**config.mk**
```make
export PLATFORM = sky130hd
export DESIGN_NAME = qewa_isqrt
export DESIGN_NICKNAME = d
export VERILOG_FILES = /design/src/rtl/qewa_pkg.sv /design/src/rtl/qewa_isqrt.sv
export SDC_FILE = /design/constraint.sdc
export NUM_CORES = 2
export LEC_CHECK = 0
export BUFFER_PORTS_ARGS = -buffer_cell sky130_fd_sc_hd__buf_2
export CORE_MARGIN = 1.5
export CORE_UTILIZATION = 55
export CTS_CLUSTER_DIAMETER = 40
export DETAILED_ROUTE_END_ITERATION = 8
export GPL_ROUTABILITY_DRIVEN = 0
export GPL_TIMING_DRIVEN = 0
export HOLD_SLACK_MARGIN = 0.15
export PLACE_DENSITY_LB_ADDON = 0.12
export RECOVER_POWER = 50
export SLEW_MARGIN = 20
export SYNTH_ARGS = -nofsm -noshare
export SYNTH_HDL_FRONTEND = slang
export SYNTH_SLANG_ARGS = --single-unit
```
**constraint.sdc**
```tcl
create_clock -name aclk -period 11.1 [get_ports aclk]
set_clock_uncertainty 0.2 [all_clocks]
set_input_delay 1.11 -clock aclk [delete_from_list [all_inputs] [get_ports aclk]]
set_output_delay 1.11 -clock aclk [all_outputs]
set_load 0.05 [all_outputs]
```
**src/rtl/qewa_pkg.sv**
```systemverilog
// Shared types, constants and helpers for the quaternion Euler-angle and
// world-acceleration pipeline. No dependencies.
package qewa_pkg;

    // datapath widths
    localparam int QW        = 16;   // input and output field width
    localparam int VW        = 34;   // sums of 16x16 products, times two
    localparam int CW        = 38;   // CORDIC x/y with gain and pre-rotation headroom
    localparam int AW        = 34;   // angles, Q30 radians
    localparam int PW        = 50;   // 16 x 34 products
    localparam int WW        = 54;   // world accumulators, Q36
    localparam int DW        = 57;   // angle times degrees-per-radian
    localparam int ISQRT_LAT = 16;   // square root stages, two digits each

    // configuration register indexes
    localparam int               CFG_IDX_W      = 2;
    localparam logic [CFG_IDX_W-1:0] CFG_ANGLE_UNIT = 2'd0;
    localparam logic [CFG_IDX_W-1:0] CFG_GRAVITY    = 2'd1;

    // pitch handling codes
    localparam logic [1:0] PM_CORDIC   = 2'd0;
    localparam logic [1:0] PM_ZERO     = 2'd1;
    localparam logic [1:0] PM_POS_HALF = 2'd2;
    localparam logic [1:0] PM_NEG_HALF = 2'd3;

    localparam logic signed [AW-1:0] HALF_PI_Q30     = 34'sd1686629713;
    localparam logic [21:0]          DEG_PER_RAD_Q16 = 22'd3754936;

    // atan(2^-s) in Q30 radians
    localparam logic [29:0] ATAN_TAB [24] = '{
        30'd843314857, 30'd497837829, 30'd263043837, 30'd133525159, 30'd67021687,
        30'd33543516,  30'd16775851,  30'd8388437,   30'd4194283,   30'd2097149,
        30'd1048576,   30'd524288,    30'd262144,    30'd131072,    30'd65536,
        30'd32768,     30'd16384,     30'd8192,      30'd4096,      30'd2048,
        30'd1024,      30'd512,       30'd256,       30'd128
    };

    // item side data waiting for the square root
    typedef struct packed {
        logic signed [VW-1:0] yaw_y;
        logic signed [VW-1:0] yaw_x;
        logic signed [VW-1:0] roll_y;
        logic signed [VW-1:0] roll_x;
        logic                 pitch_neg;
        logic [31:0]          pitch_h;
        logic [1:0]           pitch_mode;
        logic                 sat;
        logic signed [QW-1:0] wx;
        logic signed [QW-1:0] wy;
        logic signed [QW-1:0] wz;
    } side_t;

    // item side data waiting for the CORDIC units
    typedef struct packed {
        logic [1:0]           pitch_mode;
        logic                 sat;
        logic signed [QW-1:0] wx;
        logic signed [QW-1:0] wy;
        logic signed [QW-1:0] wz;
    } post_t;

    // sign extension of a 32-bit product to sum width
    function automatic logic signed [VW-1:0] sx34(input logic signed [31:0] v);
        return {{(VW-32){v[31]}}, v};
    endfunction

    // clamp to 16 bits; returns {clamped, value}
    function automatic logic [QW:0] sat16(input logic signed [63:0] v);
        logic [QW:0] res;
        if (v > 64'sd32767) begin
            res = {1'b1, 16'h7FFF};
        end else if (v < -64'sd32768) begin
            res = {1'b1, 16'h8000};
        end else begin
            res = {1'b0, v[QW-1:0]};
        end
        return res;
    endfunction

endpackage

```
**src/rtl/qewa_isqrt.sv**
```systemverilog
// Pipelined 64-bit integer square root, two result bits per stage.
// Depends on qewa_pkg.
module qewa_isqrt (
    input  logic        aclk,
    input  logic        en,
    input  logic [63:0] v_in,
    output logic [31:0] root_out
);
    localparam int STAGES = qewa_pkg::ISQRT_LAT;

    logic [63:0] v_reg[STAGES];
    logic [63:0] r_reg[STAGES];

    // one digit: try subtracting res + bit
    function automatic logic [127:0] root_step(input logic [63:0] v,
                                               input logic [63:0] res,
                                               input logic [63:0] bitv);
        logic [63:0] trial;
        trial = res + bitv;
        if (v >= trial) begin
            return {v - trial, (res >> 1) + bitv};
        end
        return {v, res >> 1};
    endfunction

    always_ff @(posedge aclk) begin
        logic [127:0] t0;
        logic [127:0] t1;
        if (en) begin
            for (int g = 0; g < STAGES; g++) begin
                if (g == 0) begin
                    t0 = root_step(v_in, 64'd0, 64'd1 << (62 - 4*g));
                end else begin
                    t0 = root_step(v_reg[g-1], r_reg[g-1], 64'd1 << (62 - 4*g));
                end
                t1 = root_step(t0[127:64], t0[63:0], 64'd1 << (60 - 4*g));
                v_reg[g] <= t1[127:64];
                r_reg[g] <= t1[63:0];
            end
        end
    end

    assign root_out = r_reg[STAGES-1][31:0];

endmodule

```
Yosys cells after proc, flatten, opt, wreduce, memory -nomap -nowiden
Memory sizes are Yosys's and may differ from the RTL's.
Cells that the tools add are included.
W data, S select, Z words.
{"block": "word_totals", "regBits": 0, "ram_bits": 2048, "inputBits": 66, "out_inout_bits": 32, "word_cells": 290, "mem_count": 2}
{"block": "op_classes", "addsub": 94, "magnitude_cmp": 32, "mux": 162}
{"memory": "r_reg", "words": 16, "width": 64, "rd": 16, "rd_ports_with_merged_regs": 0, "write_ports": 16, "line": "qewa_isqrt.sv:12", "source": "logic [63:0] r_reg[STAGES];"}
{"memory": "v_reg", "words": 16, "width": 64, "rd": 15, "rd_ports_with_merged_regs": 0, "write_ports": 16, "line": "qewa_isqrt.sv:11", "source": "logic [63:0] v_reg[STAGES];"}
{"cell": "$mux W128", "count": 96}
{"cell": "$ge A64 B64 Y1", "count": 31}
{"cell": "$sub A64 B64 Y64", "count": 31}
{"cell": "$mux W1", "count": 66}
{"cell": "$add A63 B1 Y64 const B", "count": 1}
{"cell": "$add A63 B11 Y64 const B", "count": 1}
{"cell": "$add A63 B13 Y64 const B", "count": 1}
{"cell": "$add A63 B15 Y64 const B", "count": 1}
{"cell": "$add A63 B17 Y64 const B", "count": 1}
{"cell": "$add A63 B19 Y64 const B", "count": 1}
{"cell": "$add A63 B21 Y64 const B", "count": 1}
{"cell": "$add A63 B23 Y64 const B", "count": 1}
{"cell": "$add A63 B25 Y64 const B", "count": 1}
{"cell": "$add A63 B27 Y64 const B", "count": 1}
{"cell": "$add A63 B29 Y64 const B", "count": 1}
{"cell": "$add A63 B3 Y64 const B", "count": 1}
{"cell": "$add A63 B31 Y64 const B", "count": 1}
{"cell": "$add A63 B33 Y64 const B", "count": 1}
{"cell": "$add A63 B35 Y64 const B", "count": 1}
{"cell": "$add A63 B37 Y64 const B", "count": 1}
{"cell": "$add A63 B39 Y64 const B", "count": 1}
{"cell": "$add A63 B41 Y64 const B", "count": 1}
{"cell": "$add A63 B43 Y64 const B", "count": 1}
{"cell": "$add A63 B45 Y64 const B", "count": 1}
{"cell": "44 further kinds", "count": 44}

Depth between registers and ports, before layout
{"block": "depth", "ltp_word": 12, "depth_mapped": 31, "depth_no_buf": 28}

Worst setup path before layout
Ideal clock, no wire load.
{"block": "synth_timing", "path_kind": "reg-to-reg", "start": "mem v_reg[13][52] (netlist: v_reg[1][372])", "end": "mem v_reg[14][9] (netlist: v_reg[1][393]) (data pin)", "setup_time_ps": 260, "arrival_ps": 6249, "required_time_ps": 10640, "setup_slack_ps": 4391, "stages_incl_launch_ff": 29, "path_buffers": 8, "synth_period_minus_slack_ps": 6709, "cell_sequence": "edfxtp_1 > clkbuf_1 > or4_1 > clkbuf_1 > or4_1 > nor4b_1 > o211a_1 > buf_4 > nand2_1 > inv_1 > buf_1 > buf_1 > nand2_1 > nand2_1 > ha_1 > clkbuf_1 > and4_1 > a41o_1 > a311oi_1 > o21ai_0 > a221oi_1 > o21ai_0 > or4_1 > o21ai_0 > and4_1 > nand4b_1 > buf_2 > buf_2 > mux2_2"}
{"element": "start: declaration", "line": "qewa_isqrt.sv:11"}

==> results.toml <==
[outcome]
status = "finished with violations"
violations = "max-capacitance violations, max-slew violations"

[clock_tree]
numCtsBuffers = 173
cts_resized = 0
postCtsSetupBuffers = 0
cts-root-buf = "clkbuf_16"
cts_tree = "built"
cts_htree_levels = 4
clock_path_buffers = 3
clk_pin_slew_ns = 0.06
insertion_delay_ns = 0.82
cts.sinks = 1232
hold_buffers = 0

[yosys]
syn-mean-instance-area_um2 = 9.80
yosysTopAreaCellShare = 0.438
ys_async_sr_fraction = 0
synth-xor-area-share = 0.0872
synth-simple-area-share = 0.177
synth_edf_count = 1232
synth.mux.area_fraction = 0.0159
synth_top_family_by_area = "simple AND/OR/NAND/NOR gates"
synth.distinct_cells = 113
ys_seq_area_frac = 0.438
synthAdderAreaFrac = 0.0848
synthesis.nets = 9262
synth_area_leaders = "edfxtp_1 (44%), ha_1 (8.5%), xnor2_1 (5.5%), a21oi_1 (4.2%), xor2_1 (3.2%)"
postSynthCellCount = 8623
yosysWarnings = 0
syn-cell-area_um2 = 84500
ys_ff_latch = 1232
yosysTopAreaCell = "edfxtp_1"
yosys_most_used_dff = "edfxtp_1"
synth-compound-area-share = 0.159

[setup_path]
cp.arrival_ns = 9.68
critical_path.startpoint_type = "primary input"
crit_path_max_incr_delay_ns = 4.03
critPathLaunch = "en"
reg2regPathDepth = 27
crit_required_ns = 11.33
path_cells = "clkbuf_1 > buf_16 > dlymetal6s4s_1 > buf_16 > buf_16"
cp_slowest_cell = "dlymetal6s4s_1"
crit_top_cell = "buf_16"
regToRegEndpoint = "v_reg[1][127]"
cp_max_fo = 144
cp-end-kind = "flip-flop"
critical_path_class = "in2reg"
ff2ff_setup_slack_ns = 1.79
reg2reg_from = "r_reg[1][44]"

[place]
portBuffers = 97
post-dp-hpwl_um = 181000
pre_cts_ws_ns = 2.01

[power]
irDropWorstVdd_v = 0.000189
powerDensity_nw_per_um2 = 244
p_leak_nw = 36.4

[sta]
fmax_mhz = 106
setup_violations = 0
hold_violations = 0
fin_ws_ns = 1.65
tightestPinTransition_ns = 6.72
rsz0062_at_grt = "no"
fin_tns_setup_ns = 0
relSlewSlack = -3.48
fin_crit_sh = 0.851
layout_min_cycle_time_ns = 9.45
report.final.slew_viol_count = 442

[final_layout]
nNetsFinal = 9545
largest_reg_flops = 960
syn_to_final_growth_pct = 10.9
final_layout_size_suffix_gt1_frac = 0.0688

[hold_path]
hp-start = "v_reg[1][200]"
hold_path.class = "reg2reg"
whs_path_depth = 0
whs_endpoint = "v_reg[1][264]"

[detailed_routing]
drt_iter0_drc = 6349
wl_per_cell_um = 20.7
final_antenna_net_count = 0
firstDrtPassIters = 8
avgViaCountPerCell = 6.17
routed_wl_um = 229000
drc_errors = 0
dr_total_vias = 68300

[die]
die-height_um = 395
initial_core_util = 0.555
rows = 143
die_w_um = 395
dieArea_um2 = 156000
ios = 98
core-area_um2 = 152000

[global_route]
grt_max_degree = 149
overflow = 0
grt_pass1_vias = 64700
grt.total_usage = 0.286
grt_pass1_wl_um = 356000
grt_antenna_before_repair = 2

[job]
max_cap_viol_count = 4
worst max path at each step:
stage,slack (ns),to
after floorplan,4.39,v_reg[1][393]
after global placement,-10.04,v_reg[1][442]
after detailed placement,2.01,v_reg[1][125]
after CTS,2.01,v_reg[1][125]
after global routing,0.80,v_reg[1][412]
final,1.65,v_reg[1][446]
where the power goes:
group / switching (mW) / internal, mW / leakage [nW]
clock network: 2.30 / 3.27 / 2.86
logic: 6.19 / 4.15 / 21.7
registers: 0.675 / 6.34 / 11.8
critical path: cells and delay by family:
kind	cells	cell delay (ns)
buf+inv	5	8.07
layout by cell type (no fill, tap or decap), types with 61 or more instances in the layout:
master     synthesis  routed
edfxtp_1        1232    1232
ha_1             573     573
nand3_1          199     199
or3_1             90      90
xnor2_1          530     530
o21bai_1          94      94
nand2_1          703     703
nor2_1           702     702
mux2_2            72      72
clkbuf_16          0     173
inv_1            500     500
and2_1            67      67
a21o_1           260     260
nor2b_1           78      78
buf_2             31      84
a31oi_1           64      64
clkbuf_1         203     270
nand2b_1          95      95
a211oi_1          61      61
nand4_1          179     179
xor2_1           310     310
a21oi_1          711     711
o21ai_0          408     408
nor4_1           217     217
o21a_1            84      84
and3_1            81      81
nor3_1           218     218
cell usage after synthesis, types with 20 or more instances:
cell type,count
edfxtp_1,1232
a21oi_1,711
nand2_1,703
nor2_1,702
ha_1,573
xnor2_1,530
inv_1,500
o21ai_0,408
xor2_1,310
a21o_1,260
nor3_1,218
nor4_1,217
clkbuf_1,203
nand3_1,199
nand4_1,179
nand2b_1,95
o21bai_1,94
or3_1,90
o21a_1,84
and3_1,81
nor2b_1,78
mux2_2,72
and2_1,67
a31oi_1,64
a211oi_1,61
o31ai_1,58
or4_1,55
or2_2,51
o211ai_1,38
buf_4,37
and4_1,34
buf_2,31
nand3b_1,31
o2111ai_1,31
a21boi_0,28
nand4b_1,26
nor3b_1,26
a2111oi_0,25
mux2_1,24
mux2i_1,24
buf_1,22
o31a_1,22
a211o_1,21
nor4b_1,21
a31o_2,20
cell families (layout without fill, tap and decap cells):
group | count (synthesis) | after routing
simple gates | 2934 | 2934
flops | 1232 | 1232
mux | 121 | 121
fa+ha+maj | 573 | 573
other cells | 0 | 1
compound gates | 2113 | 2113
xor+xnor | 841 | 841
buf+inv | 809 | 1240
through the flow:
step | instances | area [µm²] | utilization | total power, mW | hold slack, ns
after global routing | 11100 | 93700 | 0.616 | 24.3 | 0.216
after floorplan | 8623 | 84500 | - | 14.6 | 0.217
after CTS | 11100 | 93800 | 0.616 | 22.8 | 0.194
final | 11100 | 93700 | 0.616 | 22.9 | 0.204
after global placement | 10800 | 87500 | 0.575 | 17.1 | 0.227
after detailed placement | 10800 | 87800 | 0.577 | 17.2 | 0.227
per-layer routing:
layer	GRT usage	vias to the layer above	share of wire
li1	-	32600	-
met1	0.381	32700	0.43
met2	0.473	2493	0.47
met3	0.0447	481	0.069
met4	0.0997	4	0.034
met5	0	-	0.00011
final cells by class:
type                            instances  area [µm²]
Inverter                              510        1910
Clock inverter                        130        1630
Multi-Input combinational cell       6582       44300
Antenna cell                            1        2.50
Sequential cell                      1232       37000
Timing Repair Buffer                  108         623
Fill cell                           12500       58500
Clock buffer                          193        4400
Buffer                                299        1340
Tap cell                             2030        2540
(Power assumes the default switching activity.)
